===== src/rtl/core/grm_recip.sv =====
// restoring divider producing ceil(2^24 / d) one quotient bit a cycle
// depends on nothing; used by the remapper top level
module grm_recip (
   input  logic        clock,
   input  logic        reset,
   input  logic        start,
   input  logic [8:0]  divisor,
   output logic        busy,
   output logic [23:0] recip
);

   logic [24:0] num_ff, num_in;
   logic [8:0]  rem_ff, rem_in;
   logic [24:0] quo_ff, quo_in;
   logic [4:0]  cnt_ff, cnt_in;
   logic        run_ff, run_in;
   logic [9:0]  trial;
   logic        take;

   assign trial = {rem_ff, num_ff[24]};
   assign take  = trial >= {1'b0, divisor};

   always_comb begin
      num_in = num_ff;
      rem_in = rem_ff;
      quo_in = quo_ff;
      cnt_in = cnt_ff;
      run_in = run_ff;
      if (start) begin
         // dividend 2^24 + d - 1 gives the ceiling
         num_in = 25'h100_0000 + {16'h0, divisor} - 25'd1;
         rem_in = 9'd0;
         quo_in = 25'd0;
         cnt_in = 5'd24;
         run_in = 1'b1;
      end else if (run_ff) begin
         num_in = {num_ff[23:0], 1'b0};
         rem_in = take ? 9'(trial - {1'b0, divisor}) : trial[8:0];
         quo_in = {quo_ff[23:0], take};
         cnt_in = cnt_ff - 5'd1;
         run_in = cnt_ff != 5'd0;
      end
   end

   always_ff @(posedge clock) begin
      if (reset) begin
         run_ff <= 1'b0;
         cnt_ff <= 5'd0;
      end else begin
         run_ff <= run_in;
         cnt_ff <= cnt_in;
      end
      num_ff <= num_in;
      rem_ff <= rem_in;
      quo_ff <= quo_in;
   end

   assign busy  = run_ff;
   assign recip = quo_ff[23:0];

endmodule


===== config.mk =====
export PLATFORM = sky130hd
export DESIGN_NAME = grm_recip
export DESIGN_NICKNAME = d
export VERILOG_FILES = /design/src/rtl/core/grm_recip.sv
export SDC_FILE = /design/constraint.sdc
export NUM_CORES = 1
export LEC_CHECK = 0
export BUFFER_PORTS_ARGS = -buffer_cell sky130_fd_sc_hd__clkbuf_2
export CAP_MARGIN = 20
export CORE_ASPECT_RATIO = 2
export CORE_MARGIN = 2
export CORE_UTILIZATION = 40
export DETAILED_ROUTE_END_ITERATION = 7
export PLACE_DENSITY = 0.58
export RECOVER_POWER = 25
export SYNTH_ARGS = -nofsm -noshare
export SYNTH_HDL_FRONTEND = slang
export SYNTH_SLANG_ARGS = --single-unit

===== constraint.sdc =====
create_clock -name clock -period 3.14 [get_ports clock]
set_input_delay 0.628 -clock clock [delete_from_list [all_inputs] [get_ports clock]]
set_output_delay 0.628 -clock clock [all_outputs]
set_load 0.1 [all_outputs]

# == Word-level counts from Yosys, hierarchy flattened ==
# Cells that the tools add are included.
# word_totals
reg_bits,64
inputBits,12
out_inout_bits,25
elab_cells,21
# classes
n_addsub,4
order_cmp,1
mux,7
reduce_logical,3
# op_table
cell,n
25-bit two-way mux,2
"25-bit by 9-bit adder with 25-bit output, first input constant",1
"25-bit by 1-bit subtractor with 25-bit output, second input constant",1
10-bit by 9-bit greater-or-equal comparator with 1-bit output,1
5-bit two-way mux,2
9-bit two-way mux,1
9-bit subtractor,1
5-bit nonzero test,1
"5-bit by 1-bit subtractor with 5-bit output, second input constant",1
1-bit two-way mux,2
2-bit nonzero test,1
2-bit OR reduction,1

# == Depth between registers and ports, before layout ==
# Gate-level depths: netlist of the first run.
# depth
word_depth,3
mapped_depth,11
ltp_nobuf,10

# == Least setup slack after synthesis of the first run ==
# OpenSTA, ideal clock, no wires.
# synth_path
path_kind,register -> register
startpoint,"register run_ff, in the netlist busy"
endpoint,"register num_ff[0], enable pin"
arrival_time_ns,2.158
path_slack_ns,0.603
stages_incl_launch_ff,5
path_buffers,2
path_cell_list,dfxtp_1 clkbuf_1 clkbuf_1 nor2_1 inv_1
# synth_between
elab_chain_len,1
# synth_rtl
item,line,source
start: declaration,16,"logic run_ff, run_in;"
start signal: assignment,50,run_ff <= run_in;
2-bit nonzero test (no source line),--,
end signal: assignment,53,num_ff <= num_in;
end: declaration,12,"logic [24:0] num_ff, num_in;"
# No other way between the ends.
# A chain may end at the register's enable or synchronous reset.

==> results of run 1 <==
area by class of cell:
class | count | area (µm²)
sequential | 64 | 1530
inverter | 29 | 109
timing repair buffer | 40 | 203
multi-input combinational | 211 | 1370
fill | 742 | 3940
clock buffer | 11 | 243
tap | 94 | 118
clock inverter | 5 | 30.0
critical path: cells and delay by family:
family	cells	cell delay, ps
buf+inv	2	1640
simple gates	1	130
compound gates	1	330
cells in the final DEF, fill, tap and decap left out, drive strengths merged, types with 2 or more instances in the layout:
cell and instances:
buf 2, nor3b 2, a31oi 2, mux2 3, a21oi 12, a31o 2
a2111oi 2, o31a 2, inv 31, nor3 10, xnor2 7, edfxtp 25
clkinv 2, o211ai 5, mux2i 25, o21ai 25, nand2b 3, dfxtp 39
nor2b 5, clkbuf 49, a211oi 4, xor2 5, nand3 10, nor2 50
ha 12, nand2 18
power groups by stage:
| stage | logic (mW) | clock network (mW) | registers, mW |
|---|---|---|---|
| after floorplan | 0.173 | 0 | 0.955 |
| after global placement | 0.239 | 0 | 0.954 |
| after detailed placement | 0.238 | 0 | 0.954 |
| after CTS | 0.240 | 0.921 | 0.937 |
| after global routing | 0.264 | 0.959 | 0.941 |
| final | 0.236 | 0.892 | 0.937 |
cells by family after synthesis:
family                     synth area share (%)
and+or+nand+nor                            14.4
DFF                                        49.7
AOI/OAI and AO/OA                          11.9
buffers and inverters                      5.65
muxes                                      9.35
adders and majority gates                  5.53
xor gates and xnor gates                   3.41
cells in the mapped netlist, drive strengths merged:
cell	instances	area share (%)
a2111oi	2	0.77
a211oi	4	1.1
a21oi	12	2.1
a311o	1	0.33
a311oi	1	0.28
a31o	2	0.57
a31oi	2	0.41
buf	7	1.0
clkbuf	9	1.1
dfxtp	39	25
edfxtp	25	24
fa	1	0.65
ha	12	4.9
inv	29	3.5
mux2	3	1.2
mux2i	25	8.1
nand2	18	2.2
nand2b	3	0.61
nand3	10	1.6
nand3b	1	0.24
nor2	50	6.3
nor2b	5	1.0
nor3	10	1.6
nor3b	2	0.49
nor4b	1	0.28
o211ai	5	1.2
o21a	1	0.24
o21ai	25	4.1
o31a	2	0.57
o31ai	1	0.24
xnor2	7	2.0
xor2	5	1.4
final timing paths:
check | from | endpoint | slack (ps) | cells after the start
max reg2reg | num_ff[24] | rem_ff[0] | 670 | 10
min | cnt_ff[1] | cnt_ff[1] | 500 | 2
min reg2reg | cnt_ff[1] | cnt_ff[1] | 500 | 2
max | start | rem_ff[7] | 620 | 4
state kept, by name, summed over array words and instances, names as in the netlist:
| name | flops |
|---|---|
| busy | 1 |
| cnt_ff | 5 |
| num_ff | 25 |
| quo_ff | 24 |
| rem_ff | 9 |
stage by stage:
step | hold slack, ps | power, mW | util (%) | std cells
after floorplan | 468 | 1.13 | - | 320
after global placement | 481 | 1.19 | 44.3 | 438
after detailed placement | 490 | 1.19 | 44.3 | 438
after CTS | 500 | 2.10 | 47.9 | 454
after global routing | 548 | 2.16 | 47.8 | 454
final | 498 | 2.06 | 47.8 | 454
metal layers:
metal,vias up,GRT usage (%)
met5,-,0
met4,0,9.96
met3,15,3.69
met2,52,30.4
met1,1061,19.1
li1,1173,-
==> flow_metrics.tcl, run 1 <==
set metrics [dict create \
    final-setup-viol-count 0 \
    synthCells 320 \
    grt_max_degree 42 \
    p_leak_nw 1.49 \
    ys_ff_latch 64 \
    hold_path.class "flip-flop to flip-flop" \
    cts_resized 0 \
    slowest_delay_ps 970 \
    insertion_delay_ps 330 \
    io_pins 37 \
    placed_area_um2 3340 \
    fin_tns_setup_ps 0 \
    required_ps 3350 \
    ir_drop_mv 0.317 \
    place_hpwl_um 4800 \
    drc 0 \
    viasPerCell 5.07 \
    internal_power_mw 1.56 \
    design_area_um2 3610 \
    clock_skew_ps 4.14 \
    slew_headroom_pct 9.07 \
    synth_seq_area_share_pct 49.7 \
    dr_wl_met2_um 3570 \
    final.setup.worst_slack_ps 622 \
    start_util_pct 40.8 \
    grt_use_total_pct 17.5 \
    period_share_pct 80.2 \
    routed.top_layer "met4" \
    drive_above_1_share_pct 17.5 \
    post_cts_buffers 0 \
    avgSynthCellArea_um2 9.62 \
    ys_types 39 \
    drt-met1-wl_um 2610 \
    port_buffers 36 \
    coreArea_um2 7540 \
    tightest_slew_ps 1360 \
    fin_nets 380 \
    die_area_um2 8460 \
    cts_htree_levels 3 \
    drt_wl_total_um 6620 \
    cts.sinks 64 \
    antenna_found_initial 0 \
    rows 45 \
    post-route-min-period_ps 2520 \
    critPathSlowestCell "clkbuf_1" \
    power_frac_comb_pct 11.4 \
    area_growth_syn_to_layout_pct 17.2 \
    grt_pass1_wl_um 10900 \
    drt_iter0_drc 93 \
    grt-ovfl-total 0 \
    cp.arrival_ps 2730 \
    clk_path_buf_depth 2 \
    clkPwrFrac_pct 43.2 \
    antenna_cells 0 \
    synth_fp_nets 345 \
    wl_met3_um 221 \
    grt_pass1_vias 2251 \
    clockRootBuffer "clkbuf_16" \
    syn-cell-area_um2 3080 \
    power_density_nw_per_um2 572 \
    ys_warn_count 0 \
    switching_share_pct 24.6 \
    cts_buffers 9 \
    final_antenna_net_count 0 \
    chipHeight_um 128 \
    wl_per_cell_um 14.6 \
    holdBufCountCts 0 \
    maxCapViolations 0 \
    num_vias 2301 \
    drt_pre_antenna_iters 4 \
    rsz0062_at_grt "no" \
    seq_power_share_pct 45.4 \
    die_w_um 66.0 \
    startpoint_type "input pin" \
    place_congestion 0.851 \
    path_cells "clkbuf_1, clkbuf_2, nor3_1, a311o_1" \
    final_max_slew_viol_count 0 \
    final_hold_viol_count 0 \
    p_switching_uw 509 \
    clk_pin_slew_ps 50 \
    dp_slack_ps 394 \
    max_freq_mhz 397 \
    cts_tree "done" \
    crit_fanout 34 \
    crit_path_end_kind "flip-flop" \
    critPathKind "input pin to flip-flop" \
    outcome "finished, final reports clean" \
]
(Power assumes the default switching activity.)
==> inputs of run 2 (changes only) <==
ABC_AREA = 1   (was unset)
PLACE_DENSITY = 0.61   (was 0.58)
clock period = 2 ns   (was 3.14 ns; I/O delays follow)
==> flow_metrics.tcl, run 2 <==
set metrics [dict create \
    grt_pass1_wl_um 12000 \
    grt-ovfl-total 0 \
    holdBufCountCts 0 \
    synth_seq_area_share_pct 48.9 \
    cts_htree_levels 3 \
    io_pins 37 \
    synth_fp_nets 389 \
    cp.arrival_ps 2130 \
    path_cells "inv_2, ha_2, inv_1, fa_2, nand2_2, nand2_2, nand3_2, nand2_2, nand2_4, nand2_8, or2_1, nand3_1, nand2_1" \
    synth_top_area_share_pct 24.9 \
    hp-start "reset" \
    required_ps 2220 \
    drt_pre_antenna_iters 4 \
    cts_buffers 9 \
    p_leak_nw 1.79 \
    cts_tree "done" \
    synth.largest_area_cell "dfxtp_1" \
    ys_warn_count 0 \
    synthArstFlopShare_pct 0 \
    ys_top_cells_by_area "dfxtp_1 25%, edfxtp_1 24%, nand2_1 10%" \
    top_register "num_ff" \
    mostFrequentLayoutCells "86 x nand2_1, 53 x inv_1, 38 x dfxtp_1" \
    slowest_delay_ps 380 \
    clk_pin_slew_ps 50 \
    largest_reg_flops 25 \
    synthCells 364 \
    die_w_um 66.6 \
    final_antenna_net_count 0 \
    max_freq_mhz 523 \
    port_buffers 36 \
    final-setup-viol-count 0 \
    ys_types 42 \
    antenna_cells 0 \
    drc 0 \
    slew_headroom_pct 63.3 \
    num_vias 2584 \
    hold-worst-slack_ps 273 \
    clk_path_buf_depth 2 \
    chipHeight_um 129 \
    hold_path.class "input pin to flip-flop" \
    wl_per_cell_um 14.0 \
    period_share_pct 95.6 \
    ir_drop_mv 0.693 \
    power_density_nw_per_um2 862 \
    reg2reg_setup_slack_ps 90 \
    rows 45 \
    critPathKind "flip-flop to flip-flop" \
    final_max_slew_viol_count 0 \
    viasPerCell 4.96 \
    start_util_pct 41.2 \
    grt_pass1_vias 2547 \
    mostFrequentLayoutCell "nand2_1" \
    reg2reg_from "num_ff[24]" \
    startpoint_type "flip-flop" \
    crit_family "simple AND/OR/NAND/NOR gates" \
    place_congestion 0.786 \
    r2r-end "rem_ff[5]" \
    outcome "finished, final reports clean" \
    netlist_top_cells_count "87 x nand2_1, 53 x inv_1, 39 x dfxtp_1" \
    crit_fanout 7 \
    yosysMostFrequentCell "nand2_1" \
    final_hold_viol_count 0 \
    drt_iter0_drc 115 \
    die_area_um2 8600 \
    coreArea_um2 7600 \
    crit_path_end_kind "flip-flop" \
    drt_wl_total_um 7290 \
    reg2regPathDepth 13 \
    tightest_slew_ps 551 \
    area_growth_syn_to_layout_pct 22.6 \
    reg_top3 "num_ff (25), quo_ff (24), rem_ff (9)" \
    hold_depth 2 \
    maxCapViolations 0 \
    cts.sinks 64 \
    synth_ff_type "dfxtp_1" \
    place_hpwl_um 5550 \
    worst_hold_path.endpoint "cnt_ff[3]" \
    avgSynthCellArea_um2 8.61 \
    drive_above_1_share_pct 25.8 \
    insertion_delay_ps 320 \
    antenna_found_initial 0 \
    ys_ff_latch 64 \
    post-route-min-period_ps 1910 \
    clockRootBuffer "clkbuf_16" \
    grt_use_total_pct 18.7 \
    fin_tns_setup_ps 0 \
    crit_path_frequent_cell "nand2_2" \
    clock_skew_ps 4.31 \
    design_area_um2 3840 \
    synth-edff-count 25 \
    rsz0062_at_grt "no" \
    placed_area_um2 3540 \
    critPathSlowestCell "edfxtp_1" \
    syn-cell-area_um2 3130 \
    grt_max_degree 39 \
    critPathBufInv 2 \
    fin_nets 447 \
]
==> run 2: cell types whose count changed after synthesis, moves of 13 or more <==
cell     previous run  this run
o22ai_1             0        21
o21ai_0            23        10
nor2_1             49        25
nand2_1            18        87
inv_1              29        53
mux2i_1            25         0
==> run 2: area by class of cell <==
class | count | area, µm²
inverters | 61 | 229
well taps | 94 | 118
fillers | 765 | 3760
clock buffers | 14 | 285
multi-input cells | 228 | 1320
flip-flops and latches | 64 | 1530
clock inverters | 2 | 10.0
repair buffers | 58 | 350
==> run 2: power by group <==
| part | switching [mW] | leakage (nW) | internal (mW) |
|---|---|---|---|
| combinational | 0.229 | 1.07 | 0.115 |
| sequential | 0.0349 | 0.575 | 1.44 |
| clock | 0.521 | 0.148 | 0.977 |
==> run 2: kinds of logic after synthesis <==
kind of cell	after synthesis	share of synthesized area, %
AOI/OAI and AO/OA	54	10.9
xor gates and xnor gates	3	0.839
adders and majority gates	13	5.43
buffers and inverters	72	9.74
DFF	64	48.9
and+or+nand+nor	158	24.2
==> run 2: repair_timing <==
item                                    CTS  global route
setup buffers                             0             1
gates resized for setup                   0             7
endpoints found under the setup margin    0            10
==> run 2: worst max path at each step <==
stage	from	endpoint	slack, ps	cells past startpoint
6_report	num_ff[24]	rem_ff[5]	90	13
2_1_floorplan	busy	num_ff[0]	190	3
5_1_grt	num_ff[24]	rem_ff[5]	6	13
3_3_place_gp	divisor[0]	num_ff[24]	-20	10
3_5_place_dp	divisor[0]	num_ff[24]	-40	10
4_1_cts	num_ff[24]	rem_ff[3]	10	13
==> run 2: routing by layer <==
layer | global-route usage (%) | vias up | share of wire, %
li1 | - | 1316 | -
met1 | 19.3 | 1207 | 38
met5 | 0 | - | 0
met4 | 9.72 | 0 | 3.5
met3 | 3.47 | 17 | 2.4
met2 | 34.5 | 44 | 56
==> run 2: through the flow <==
stage | utilization (%) | setup WS (ps) | cells | total power, mW
floorplan | - | 188 | 364 | 1.73
global placement | 46.6 | -19.8 | 504 | 1.84
detailed placement | 46.6 | -43.2 | 504 | 1.84
CTS | 50.4 | 10.6 | 520 | 3.35
global route | 50.6 | 6.11 | 521 | 3.44
finish | 50.6 | 88.4 | 521 | 3.31
==> inputs of run 3 (changes only) <==
CELL_PAD_IN_SITES_DETAIL_PLACEMENT = 1   (was unset)
CELL_PAD_IN_SITES_GLOBAL_PLACEMENT = 1   (was unset)
CORE_UTILIZATION = 39   (was 40)
GPL_TIMING_DRIVEN = 0   (was unset)
PLACE_DENSITY = 0.75   (was 0.61)
==> flow_metrics.tcl, run 3 (synthesis gave the netlist of run 2 again) <==
set metrics [dict create \
    wl_per_cell_um 16.3 \
    chipHeight_um 131 \
    outcome "finished, final reports clean" \
    drt_wl_total_um 8420 \
    grt-ovfl-total 0 \
    fin_tns_setup_ps 0 \
    antenna_cells 0 \
    crit_fanout 5 \
    post-route-min-period_ps 1990 \
    crit_path_frequent_cell "nand2_4" \
    regArea_um2 1530 \
    reg2reg_from "num_ff[24]" \
    cts.sinks 64 \
    area_growth_syn_to_layout_pct 22.8 \
    cts_buffers 9 \
    ir_drop_mv 0.695 \
    path_cells "inv_2, ha_4, inv_2, fa_2, nand2_4, nand2_4, nand3_4, nand2_4, nand2_4, nand2_8, buf_12, o211ai_2, nand2_1" \
    power_density_nw_per_um2 883 \
    p_leak_nw 1.77 \
    drive_above_1_share_pct 24.5 \
    fin_nets 440 \
    place_congestion 0.808 \
    io_pins 37 \
    clk_path_buf_depth 2 \
    post-route-util_pct 48.8 \
    cts_tree "done" \
    cts_htree_levels 3 \
    hp-start "reset" \
    die_area_um2 8810 \
    mostFrequentLayoutCell "nand2_1" \
    rows 46 \
    max_freq_mhz 502 \
    antenna_found_initial 0 \
    place_hpwl_um 6250 \
    required_ps 2220 \
    grt_max_degree 35 \
    critPathKind "flip-flop to flip-flop" \
    viasPerCell 5.10 \
    p_total_mw 3.40 \
    slew_headroom_pct 52.3 \
    mostFrequentLayoutCells "85 x nand2_1, 51 x inv_1, 38 x dfxtp_1" \
    coreArea_um2 7890 \
    clockRootBuffer "clkbuf_16" \
    reg_top3 "num_ff (25), quo_ff (24), rem_ff (9)" \
    grt_pass1_vias 2860 \
    clk_pin_slew_ps 50 \
    rsz0062_at_grt "yes" \
    startpoint_type "flip-flop" \
    top_register "num_ff" \
    hold-worst-slack_ps 303 \
    drt_iter0_drc 92 \
    start_util_pct 39.7 \
    insertion_delay_ps 330 \
    drt_pre_antenna_iters 4 \
    port_buffers 35 \
    critPathSlowestCell "fa_2" \
    grt_use_total_pct 20.9 \
    slowest_delay_ps 410 \
    period_share_pct 99.7 \
    largest_reg_flops 25 \
    multi_input_area_um2 1360 \
    final_antenna_net_count 0 \
    final-setup-viol-count 0 \
    num_vias 2630 \
    final_max_slew_viol_count 0 \
    tightest_slew_ps 715 \
    fill_cells 933 \
    drc 0 \
    crit_path_end_kind "flip-flop" \
    clock_skew_ps 5.76 \
    hold_path.class "input pin to flip-flop" \
    die_w_um 67.4 \
    cp.arrival_ps 2210 \
    cp-startpoint "num_ff[24]" \
    grt_pass1_wl_um 13400 \
    maxCapViolations 0 \
    final_hold_viol_count 0 \
]
-- run 3: power by group --
part           total [mW]  switching (mW)  internal (mW)
Sequential           1.47          0.0295           1.44
Combinational       0.360           0.251          0.109
Clock                1.57           0.543           1.03
-- run 3: layout make-up --
class | count | share of cell area, %
Timing Repair Buffer | 40 | 5.98
Clock buffer | 13 | 6.76
Multi-Input combinational cell | 228 | 35.3
Clock inverter | 3 | 1.04
Sequential cell | 64 | 39.8
Tap cell | 96 | 3.12
Buffer | 11 | 1.95
Inverter | 61 | 6.02
-- run 3: worst max-delay path, delay by kind of cell, from the launching register on --
family	cells	cell delay, ps
AO/OA/AOI/OAI	1	140
adder cells (fa/ha/maj)	2	540
buffers and inverters	3	280
flip-flops	1	370
AND/OR/NAND/NOR	7	550
-- run 3: repair_timing --
action | CTS | global route
hold buffers | 0 | 0
gates resized for setup | 5 | 11
endpoints found under the setup margin | 10 | 10
hold endpoints to repair | 0 | 0
pin swaps | 0 | 8
setup buffers | 0 | 4
cloned | 0 | 1
-- run 3: worst paths after layout --
path,end,slack (ps),depth (start not counted)
worst max-delay path,rem_ff[3],7,13
worst min-delay path,cnt_ff[3],300,2
worst max register to register,rem_ff[3],7,13
worst min register to register,quo_ff[23],470,2
-- run 3: stage by stage --
| step | cell area, µm² | worst slack [ps] | cells |
|---|---|---|---|
| 6_report | 3850 | 6.92 | 516 |
| 5_1_grt | 3850 | -107 | 516 |
| 4_1_cts | 3740 | 1.96 | 511 |
| 3_5_place_dp | 3430 | -159 | 495 |
| 3_3_place_gp | 3430 | -139 | 495 |
| 2_1_floorplan | 3130 | 188 | 364 |
-- run 3: routing by layer --
metal	part of all wire, %	global-route usage, %
met3	2.3	3.85
met1	36	20.0
met2	58	39.4
met4	3.6	12.4
met5	0	0
